==> config.mk <==
export PLATFORM = sky130hd
export DESIGN_NAME = ppg_beat_rate_detector
export DESIGN_NICKNAME = d
export VERILOG_FILES = /design/src/sv/ppgbr_pkg.sv /design/src/sv/ppgbr_out_buf.sv /design/src/sv/ppgbr_ctrl.sv /design/src/sv/ppgbr_datapath.sv /design/src/sv/ppg_beat_rate_detector.sv
export SDC_FILE = /design/constraint.sdc
export NUM_CORES = 1
export LEC_CHECK = 0
export ABC_AREA = 1
export BUFFER_PORTS_ARGS = -buffer_cell sky130_fd_sc_hd__buf_2
export CORE_ASPECT_RATIO = 0.75
export CORE_MARGIN = 8
export CORE_UTILIZATION = 50
export DETAILED_ROUTE_END_ITERATION = 8
export PLACE_DENSITY = 0.69
export SLEW_MARGIN = 20
export SYNTH_ARGS = -nofsm -noshare
export SYNTH_HDL_FRONTEND = slang
export SYNTH_SLANG_ARGS = --single-unit
export TNS_END_PERCENT = 5
==> constraint.sdc <==
create_clock -name i_clk -period 6.2 [get_ports i_clk]
set_input_delay 0.62 -clock i_clk [delete_from_list [all_inputs] [get_ports i_clk]]
set_output_delay 0.62 -clock i_clk [all_outputs]
set_load 0.01 [all_outputs]
==> src/sv/ppgbr_pkg.sv <==
// Package for the optical beat and rate detector.
// Holds item structs, register indexes, constants and the control types.
// Used by every module of the block; depends on nothing.
package ppgbr_pkg;

    localparam int unsigned SAMPLE_W    = 18;
    localparam int unsigned TIME_W      = 32;
    localparam int unsigned CNT_W       = 16;
    localparam int unsigned CFG_INDEX_W = 4;
    localparam int unsigned CFG_DATA_W  = 16;
    localparam int unsigned DIV_STEPS   = 32;
    localparam int unsigned STEP_CNT_W  = $clog2(DIV_STEPS);

    localparam logic [CNT_W-1:0] CNT_MAX            = 16'hFFFF;
    localparam logic [CNT_W-1:0] BPM_SCALE          = 16'd60000;
    localparam logic [CNT_W-1:0] MIN_GAP_RESET      = 16'd10;
    localparam logic [CNT_W-1:0] RATE_WINDOW_RESET  = 16'd1000;

    localparam logic [CFG_INDEX_W-1:0] CFG_MIN_GAP     = 4'd0;
    localparam logic [CFG_INDEX_W-1:0] CFG_RATE_WINDOW = 4'd1;

    typedef struct packed {
        logic [SAMPLE_W-1:0] ir_value;
        logic [TIME_W-1:0]   time_ms;
    } t_in_item;

    typedef struct packed {
        logic [CNT_W-1:0] bpm;
        logic             beat_seen;
        logic             rate_updated;
    } t_out_item;

    typedef enum logic [1:0] {
        S_IDLE,
        S_DIV,
        S_FIN
    } t_state;

    typedef struct packed {
        logic load;
        logic div_step;
        logic div_finish;
        logic push;
    } t_ctrl_cmd;

    typedef struct packed {
        logic need_div;
        logic skid_full;
    } t_ctrl_status;

endpackage

==> src/sv/ppgbr_out_buf.sv <==
// Two-entry result buffer: output register plus skid register.
// Uses ppgbr_pkg for the result struct.
module ppgbr_out_buf import ppgbr_pkg::*; (
    input  logic      i_clk,
    input  logic      i_rst_n,
    input  logic      i_push,
    input  t_out_item i_push_data,
    output logic      o_skid_full,
    output logic      o_out_valid,
    output t_out_item o_out_data,
    input  logic      i_out_stall
);

    logic      r_out_valid;
    logic      n_out_valid;
    t_out_item r_out_data;
    t_out_item n_out_data;
    logic      r_skid_valid;
    logic      n_skid_valid;
    t_out_item r_skid_data;
    t_out_item n_skid_data;
    logic      pop;

    assign pop = r_out_valid && !i_out_stall;

    always_comb begin
        n_out_valid  = r_out_valid;
        n_out_data   = r_out_data;
        n_skid_valid = r_skid_valid;
        n_skid_data  = r_skid_data;
        if (pop) begin
            if (r_skid_valid) begin
                n_out_data   = r_skid_data;
                n_skid_valid = 1'b0;
            end else begin
                n_out_valid = 1'b0;
            end
        end
        if (i_push) begin
            if ((!r_out_valid || pop) && !r_skid_valid) begin
                n_out_valid = 1'b1;
                n_out_data  = i_push_data;
            end else begin
                n_skid_valid = 1'b1;
                n_skid_data  = i_push_data;
            end
        end
    end

    always_ff @(posedge i_clk) begin
        if (!i_rst_n) begin
            r_out_valid  <= 1'b0;
            r_skid_valid <= 1'b0;
        end else begin
            r_out_valid  <= n_out_valid;
            r_skid_valid <= n_skid_valid;
        end
        r_out_data  <= n_out_data;
        r_skid_data <= n_skid_data;
    end

    assign o_skid_full = r_skid_valid;
    assign o_out_valid = r_out_valid;
    assign o_out_data  = r_out_data;

endmodule

==> src/sv/ppgbr_ctrl.sv <==
// Controller state machine: accepts items and sequences the serial divider.
// Uses ppgbr_pkg for the state, command and status types.
module ppgbr_ctrl import ppgbr_pkg::*; (
    input  logic         i_clk,
    input  logic         i_rst_n,
    input  logic         i_in_valid,
    output logic         o_in_stall,
    input  t_ctrl_status i_status,
    output t_ctrl_cmd    o_cmd
);

    t_state                r_state;
    t_state                n_state;
    logic [STEP_CNT_W-1:0] r_cnt;
    logic [STEP_CNT_W-1:0] n_cnt;

    always_comb begin
        n_state    = r_state;
        n_cnt      = r_cnt;
        o_in_stall = 1'b1;
        o_cmd      = '0;
        unique case (r_state)
            S_IDLE: begin
                o_in_stall = i_status.skid_full;
                if (i_in_valid && !i_status.skid_full) begin
                    o_cmd.load = 1'b1;
                    if (i_status.need_div) begin
                        n_state = S_DIV;
                        n_cnt   = '0;
                    end else begin
                        o_cmd.push = 1'b1;
                    end
                end
            end
            S_DIV: begin
                o_cmd.div_step = 1'b1;
                n_cnt = r_cnt + 1'b1;
                if (r_cnt == STEP_CNT_W'(DIV_STEPS - 1)) begin
                    n_state = S_FIN;
                end
            end
            S_FIN: begin
                o_cmd.div_finish = 1'b1;
                o_cmd.push       = 1'b1;
                n_state          = S_IDLE;
            end
            default: begin
                n_state = S_IDLE;
            end
        endcase
    end

    always_ff @(posedge i_clk) begin
        if (!i_rst_n) begin
            r_state <= S_IDLE;
            r_cnt   <= '0;
        end else begin
            r_state <= n_state;
            r_cnt   <= n_cnt;
        end
    end

endmodule

==> src/sv/ppgbr_datapath.sv <==
// Datapath: threshold tracking, beat test, window state and serial divider.
// Holds the configuration registers; uses ppgbr_pkg for types and constants.
module ppgbr_datapath import ppgbr_pkg::*; (
    input  logic                   i_clk,
    input  logic                   i_rst_n,
    input  logic                   i_cfg_we,
    input  logic [CFG_INDEX_W-1:0] i_cfg_index,
    input  logic [CFG_DATA_W-1:0]  i_cfg_data,
    input  t_in_item               i_in_data,
    input  t_ctrl_cmd              i_cmd,
    output logic                   o_need_div,
    output t_out_item              o_result
);

    logic [CNT_W-1:0]    r_min_gap;
    logic [CNT_W-1:0]    r_window;
    logic [SAMPLE_W-1:0] r_thr;
    logic [SAMPLE_W-1:0] r_prev;
    logic [CNT_W-1:0]    r_beats;
    logic [TIME_W-1:0]   r_wstart;
    logic [CNT_W-1:0]    r_gap;
    logic                r_disarmed;
    logic [CNT_W-1:0]    r_rate;
    logic [TIME_W-1:0]   r_num;
    logic [TIME_W-1:0]   r_den;
    logic [TIME_W-1:0]   r_rem;

    logic [SAMPLE_W-1:0] sample;
    logic [CNT_W-1:0]    gap_inc;
    logic [SAMPLE_W-1:0] seed;
    logic [SAMPLE_W+3:0] thr_sum;
    logic [SAMPLE_W-1:0] thr_new;
    logic                rise;
    logic                beat;
    logic [CNT_W-1:0]    beats_inc;
    logic [TIME_W-1:0]   elapsed;
    logic                update;
    logic [TIME_W:0]     rem_sh;
    logic                q_bit;
    logic [CNT_W-1:0]    rate_sat;

    assign sample    = i_in_data.ir_value;
    assign gap_inc   = (r_gap != CNT_MAX) ? r_gap + 1'b1 : r_gap;
    assign seed      = (r_thr == '0) ? sample : r_thr;
    assign thr_sum   = ({1'b0, seed, 3'b000} - {4'b0000, seed}) + {4'b0000, sample};
    assign thr_new   = thr_sum[SAMPLE_W+2:3];
    assign rise      = (sample > r_prev) && (sample > thr_new) && !r_disarmed;
    assign beat      = rise && (gap_inc > r_min_gap);
    assign beats_inc = (r_beats != CNT_MAX) ? r_beats + 1'b1 : r_beats;
    assign elapsed   = i_in_data.time_ms - r_wstart;
    assign update    = beat && (elapsed > {{(TIME_W-CNT_W){1'b0}}, r_window});

    assign rem_sh    = {r_rem, r_num[TIME_W-1]};
    assign q_bit     = rem_sh >= {1'b0, r_den};
    assign rate_sat  = (r_num[TIME_W-1:CNT_W] != '0) ? CNT_MAX : r_num[CNT_W-1:0];

    assign o_need_div = update;

    always_comb begin
        if (i_cmd.div_finish) begin
            o_result.bpm          = rate_sat;
            o_result.beat_seen    = 1'b1;
            o_result.rate_updated = 1'b1;
        end else begin
            o_result.bpm          = r_rate;
            o_result.beat_seen    = beat;
            o_result.rate_updated = 1'b0;
        end
    end

    always_ff @(posedge i_clk) begin
        if (!i_rst_n) begin
            r_min_gap  <= MIN_GAP_RESET;
            r_window   <= RATE_WINDOW_RESET;
            r_thr      <= '0;
            r_prev     <= '0;
            r_beats    <= '0;
            r_wstart   <= '0;
            r_gap      <= '0;
            r_disarmed <= 1'b0;
            r_rate     <= '0;
        end else begin
            if (i_cfg_we) begin
                unique case (i_cfg_index)
                    CFG_MIN_GAP:     r_min_gap <= i_cfg_data;
                    CFG_RATE_WINDOW: r_window  <= i_cfg_data;
                    default: begin
                    end
                endcase
            end
            if (i_cmd.load) begin
                r_thr  <= thr_new;
                r_prev <= sample;
                r_gap  <= beat ? '0 : gap_inc;
                if (rise) begin
                    if (beat) begin
                        r_disarmed <= 1'b1;
                    end
                end else if (sample < thr_new) begin
                    r_disarmed <= 1'b0;
                end
                if (beat) begin
                    r_beats <= update ? '0 : beats_inc;
                end
                if (update) begin
                    r_wstart <= i_in_data.time_ms;
                end
            end
            if (i_cmd.div_finish) begin
                r_rate <= rate_sat;
            end
        end
    end

    always_ff @(posedge i_clk) begin
        if (i_cmd.load) begin
            r_num <= TIME_W'(beats_inc * BPM_SCALE);
            r_den <= elapsed;
            r_rem <= '0;
        end else if (i_cmd.div_step) begin
            r_num <= {r_num[TIME_W-2:0], q_bit};
            r_rem <= q_bit ? TIME_W'(rem_sh - {1'b0, r_den}) : rem_sh[TIME_W-1:0];
        end
    end

endmodule

==> src/sv/ppg_beat_rate_detector.sv <==
// Top level of the optical beat and rate detector.
// Instantiates ppgbr_ctrl, ppgbr_datapath and ppgbr_out_buf; uses ppgbr_pkg.
//
//   Channel  Direction  Handshake              Payload
//   in       input      i_in_valid/o_in_stall  t_in_item (ir_value, time_ms)
//   out      output     o_out_valid/i_out_stall t_out_item (bpm, beat_seen, rate_updated)
//   cfg      input      i_cfg_valid/o_cfg_ready i_cfg_index, i_cfg_data
//
// An item that does not recompute the rate is loaded and its result pushed in the same cycle.
// An item that recomputes the rate is loaded, then runs the serial 32-step restoring
// divider in S_DIV and a finish state S_FIN before its result is pushed; input stalls meanwhile.
// Reset is synchronous and active low; configuration is always ready.
// Results pass through an output register and a skid register, so input
// transfers continue while one result waits on a stalled output.
module ppg_beat_rate_detector import ppgbr_pkg::*; (
    input  logic                   i_clk,
    input  logic                   i_rst_n,
    input  logic                   i_in_valid,
    input  t_in_item               i_in_data,
    output logic                   o_in_stall,
    output logic                   o_out_valid,
    output t_out_item              o_out_data,
    input  logic                   i_out_stall,
    input  logic                   i_cfg_valid,
    input  logic [CFG_INDEX_W-1:0] i_cfg_index,
    input  logic [CFG_DATA_W-1:0]  i_cfg_data,
    output logic                   o_cfg_ready
);

    t_ctrl_cmd    cmd;
    t_ctrl_status status;
    t_out_item    result;
    logic         need_div;
    logic         skid_full;

    assign o_cfg_ready      = 1'b1;
    assign status.need_div  = need_div;
    assign status.skid_full = skid_full;

    ppgbr_ctrl u_ctrl (
        .i_clk      (i_clk),
        .i_rst_n    (i_rst_n),
        .i_in_valid (i_in_valid),
        .o_in_stall (o_in_stall),
        .i_status   (status),
        .o_cmd      (cmd)
    );

    ppgbr_datapath u_datapath (
        .i_clk       (i_clk),
        .i_rst_n     (i_rst_n),
        .i_cfg_we    (i_cfg_valid),
        .i_cfg_index (i_cfg_index),
        .i_cfg_data  (i_cfg_data),
        .i_in_data   (i_in_data),
        .i_cmd       (cmd),
        .o_need_div  (need_div),
        .o_result    (result)
    );

    ppgbr_out_buf u_out_buf (
        .i_clk       (i_clk),
        .i_rst_n     (i_rst_n),
        .i_push      (cmd.push),
        .i_push_data (result),
        .o_skid_full (skid_full),
        .o_out_valid (o_out_valid),
        .o_out_data  (o_out_data),
        .i_out_stall (i_out_stall)
    );

endmodule

# Word level (Yosys, flattened, before mapping)
# Index checks and enable logic that the tools add are counted.
# totals
ff_bits	290
inputBits	75
# op_classes
add_sub_neg	7
multipliers	1
n_lt_le_gt_ge	6
eq_ne	10
n_mux	39
n_bitwise	1
reduce_logical	27
# ops
operator	n
18-bit two-way mux	6
32-bit two-way mux	3
16-bit two-way mux	5
32-bit subtractor	2
18-bit greater-than comparator	2
33-bit by 32-bit >= comparator with 1-bit output	1
16-bit by 1-bit adder with 16-bit output (second input constant)	2
32-bit by 16-bit greater-than comparator with 1-bit output	1
16-bit inequality test (second input constant)	2
16-bit by 11-bit multiplier with 27-bit output (second input constant)	1
21-bit by 18-bit adder with 21-bit output	1
21-bit by 18-bit subtractor with 21-bit output	1
18-bit logical NOT	1
18-bit < comparator	1
1-bit two-way mux	17
16-bit greater-than comparator	1
16-bit nonzero test	1
5-bit two-way mux	2
5-bit case mux with 2 select lines	1
2-bit AND reduction	5
3-bit AND reduction	3
1-bit logical AND	7
2-bit two-way mux	3
2-bit by 1-bit inequality test with 1-bit output (second input constant)	3
14 further kinds	19

# Depth between registers and ports, before layout
# depth
ltp_word	13
mapped_depth	35
mapped_depth_nobuf	34

# Modules after synthesis
# A second synthesis with hierarchy kept.
# hier_totals
hier_cells	3278
area_unflattened_um2	23238.5
# modules_own_cells
mod	instances	cells_per_inst	area_per_inst_um2	seq_area_each_um2
ppgbr_datapath	1	3036	21252.9	5495.3
ppgbr_out_buf	1	185	1581.5	940.9
ppgbr_ctrl	1	55	392.9	140.1
ppg_beat_rate_detector	1	2	11.3	0.0

# Worst setup path after synthesis
# No wires, ideal clock.
# synth_timing
path_kind	reg2reg
from	reg u_datapath.r_beats[0]
to	reg u_datapath.r_num[30], data pin
setup_ns	0.265
arrival_ns	5.792
path_slack_ns	0.142
stages_incl_launch_ff	32
path_buffers	0
path_cell_list	dfxtp_1 -> ha_1 -> nand2_1 -> inv_1 -> nand2_1 -> nor2_1 -> nand3_1 -> nand2_1 -> nor2_1 -> nand2_1 -> nor2_1 -> a21oi_1 -> inv_1 -> fa_1 -> inv_1 -> fa_1 -> fa_1 -> fa_1 -> fa_1 -> ha_1 -> nand2_1 -> nor2_1 -> inv_1 -> nor2_1 -> nand4_1 -> nand3_1 -> nand3_1 -> nand2_1 -> a31oi_1 -> xor2_1 -> nand2_1 -> o21ai_0
# synth_via
elab_chain_cells	4
elab_cells_between_ends	5
classes_between	add/sub (1); mul (1); eq/ne (1); mux (2)
# synth_rtl
element	line	text
from (decl)	ppgbr_datapath.sv:19	logic [CNT_W-1:0] r_beats;
from (signal assigned)	ppgbr_datapath.sv:103	r_beats <= update ? '0 : beats_inc;
16-bit by 1-bit adder with 16-bit output or 16-bit inequality test (tied branches)	ppgbr_datapath.sv:49	assign beats_inc = (r_beats != CNT_MAX) ? r_beats + 1'b1 : r_beats;
16-bit two-way mux *	ppgbr_datapath.sv:49	
16-bit by 11-bit multiplier with 27-bit output *	ppgbr_datapath.sv:117	r_num <= TIME_W'(beats_inc * BPM_SCALE);
32-bit two-way mux *	ppgbr_datapath.sv:116	if (i_cmd.load) begin
to (signal assigned)	ppgbr_datapath.sv:117	
to (signal assigned)	ppgbr_datapath.sv:121	r_num <= {r_num[TIME_W-2:0], q_bit};
to (decl)	ppgbr_datapath.sv:24	logic [TIME_W-1:0] r_num;
# Mark *: on every way between the ends. The rest lies on a longest branch, timed or not.
# A chain may end at the register's enable or synchronous reset.

# Final worst setup path
# layout_timing
from	reg u_datapath.r_beats[3]
to	reg u_datapath.r_num[30], data pin
# The elaborated chain is that of the path after synthesis.

==> key figures <==
Clocking
  – Worst-Skew Late Latency: 0.55 ns
  – Worst-path clk slew: 0.06 ns
  – Clock sink total: a little under 300
  – CTS Buffer Depth: 3
  – Total number of H-tree levels: 2
  – CTS buffer count: 34
  – TritonCTS clock tree: built
  – Root buffer cell: clkbuf_16

Floorplanning
  – Rows: 67
  – Core Box Area: 44400 um^2
  – Initial Utilization: 0.504
  – Die W: 260 um
  – Die area: 51800 um^2
  – Num ports: 96
  – Die height: 199 um

Yosys
  – Cell Area, Synth: 22400 um^2
  – Cells after synthesis: just over 3000
  – Seq/Total Area, Yosys: 0.294
  – Share of the synthesized area in the top cell type: 0.191
  – Most used DFF post-synth: dfxtp_1
  – Post-synth EDFFs: 77
  – Synth top cells by count: nand2_1, inv_1, a21oi_1
  – Most frequent cell after synthesis: nand2_1
  – Top cells by area in the synthesized netlist: dfxtp_1, ha_1, nand2_1, edfxtp_1, inv_1
  – Post-synthesis cell type count: 55
  – YS warnings: 0
  – Syn_area_per_cell: 7.32 um^2
  – Async SR Flop Fraction: 0
  – Syn_nets: 3442
  – Cell taking the most area after synthesis: dfxtp_1
  – Synth Register Bits: between 200 and 300

Global routing
  – Total track usage: 0.214
  – Total gr overflow: 0
  – First-pass GRT wire length: 93400 um
  – Via count of the first global-routing pass: 19300
  – Initial antenna violation count: 0
  – Pin count of the biggest net entering global routing: between 80 and 90

Final layout
  – Nets: about 3500
  – Antenna cell count: 0
  – Share of cells above drive strength 1: 0.101
  – P&R area growth vs syn: 11.6%
  – Non-Filler Instances: approximately 3800

Detailed routing
  – DR DRC count: 0
  – Total Wirelength: 55800 um
  – DRT Pass-1 Iters: 7
  – DRT iter0 DRCs: 1318
  – WL met1: roughly 27000 um
  – ANT nets after route: 0
  – Metal3 WL: 2970 um
  – Metal2 WL: 24300 um
  – Drt wl/cell: 14.8 um
  – Routed vias: 19800
  – Max Used Layer: met4
  – Vias per cell: 5.25

Flow run
  – Max_cap viols: 0

Setup path
  – Slowest cell on crit path: fa_1
  – Worst-path fanout max: 5
  – Critical path endpoint category: register
  – CP max stage delay: 0.54 ns
  – Top cell by count, worst path: nand2_1
  – Startpoint types: register
  – Crit path DAT: 6.21 ns
  – Reg2Reg Setup Slack: 0.26 ns
  – WP data required: 6.47 ns
  – Crit Path Class: reg -> reg

Timing
  – Max Fclk: between 150 and 200 MHz
  – Worst Max-Slew Pin Slew: a little over 1 ns
  – Hold violation total from the final report: 0
  – Worst setup slack after layout: 0.263 ns
  – Max Slew Vio Count: 0
  – Setup TNS: 0 ns
  – Tmin final: 5.94 ns
  – Setup violators final: 0
  – Final cycle utilization of the critical path: 0.958
  – Worst slew margin: 0.326
  – Setup skew after layout: 0.0167 ns
  – Unrepaired setup endpoints after global routing: true

Place
  – Buffers added on ports: 94
  – DPL Wire Length: 43400 um
  – Pre-CTS setup slack: ~0.064 ns
  – # placed instances: approximately 3700
  – RePlAce Congestion: ~0.91

Pwr
  – PwrDens: 288 nW/um^2
  – Pleak: 12.6 nW
  – Final Power: just over 7 mW
  – VDD IR max: 0.235 mV

Outcome
  – Status: finished, final reports clean

Min path
  – Worst hold path type: in -> reg
-- repair_timing --
action / in CTS / in global routing
hold buffers: 0 / 0
setup buffers: 0 / 6
gates resized for setup: 0 / 52
setup endpoints to repair: 0 / 123
-- flip-flops by register name, indices dropped and copies added, names as in the netlist, named ones only --
register / count
u_datapath.r_rem: 32
u_datapath.r_num: 32
u_datapath.r_prev: 18
u_out_buf.o_skid_full: 1
u_datapath.r_gap: 16
u_datapath.r_window: 16
u_datapath.r_min_gap: 16
u_datapath.r_rate: 16
u_datapath.r_thr: 18
u_datapath.r_beats: 16
u_ctrl.r_cnt: 5
u_out_buf.r_skid_data: 18
u_ctrl.r_state: 2
u_out_buf.o_out_data: 18
u_datapath.r_den: 32
u_datapath.r_wstart: 32
u_datapath.r_disarmed: 1
-- critical path: cells and delay by family, from the launching register on --
kind	cells	cell delay, ns
compound gates	3	0.35
xor+xnor	1	0.15
fa+ha+maj	6	2.81
buf+inv	4	0.28
flops	1	0.37
simple gates	18	1.70
-- final cells by class --
class | instances | area [um^2]
fill | 4242 | 19500
multi-input combinational | 2119 | 13500
sequential | 290 | 6590
inverter | 578 | 2170
clock buffer | 49 | 970
timing repair buffer | 137 | 831
tap | 586 | 733
clock inverter | 13 | 163
-- power breakdown --
group | switching [mW] | leakage [nW] | internal (mW)
combinational | 1.93 | 9.53 | 1.11
clock | 0.818 | 0.542 | 1.22
sequential | 0.0568 | 2.48 | 2.06
-- per-stage QoR --
stage                     hold WS [ns]  cell area, um^2  utilization
after floorplan                  0.433            22400            -
final                            0.314            25000        0.562
after global placement           0.444            23600        0.531
after CTS                        0.286            24700        0.556
after detailed placement         0.454            23600        0.531
after global routing             0.309            25000        0.562
-- final timing paths --
path,from,to,depth (start not counted)
max,u_datapath.r_beats[3],u_datapath.r_num[30],32
max reg2reg,u_datapath.r_beats[3],u_datapath.r_num[30],32
min,i_cfg_data[3],u_datapath.r_min_gap[3],3
min reg2reg,u_datapath.r_min_gap[11],u_datapath.r_min_gap[11],2
-- layout by cell type (no fill, tap or decap), types with 15 or more instances in the layout --
cell,instances
nand2_1,613
inv_1,562
a21oi_1,274
nor2_1,233
o21ai_0,229
ha_1,225
dfxtp_1,206
nand3_1,100
buf_2,94
fa_1,78
edfxtp_1,77
xor2_1,55
buf_4,40
nand4_1,38
clkbuf_16,36
xnor2_1,27
nor3_1,24
nand2_2,18
nor2_2,18
mux2_2,18
o21ai_2,18
o211ai_1,15
-- layer usage --
layer  up-vias  track usage
li1      10100            -
met1      9166        0.303
met2       478        0.344
met3        79       0.0290
met4         0       0.0512
met5         -            0
-- logic make-up after synthesis --
kind of cell,after synthesis,share of synthesized area
compound gates,616,0.149
xor+xnor,83,0.0328
fa+ha+maj,310,0.200
buf+inv,648,0.111
flops,290,0.294
mux,18,0.00906
other cells,1,0.000168
simple gates,1091,0.204
Power figures use the tool's default switching activity.
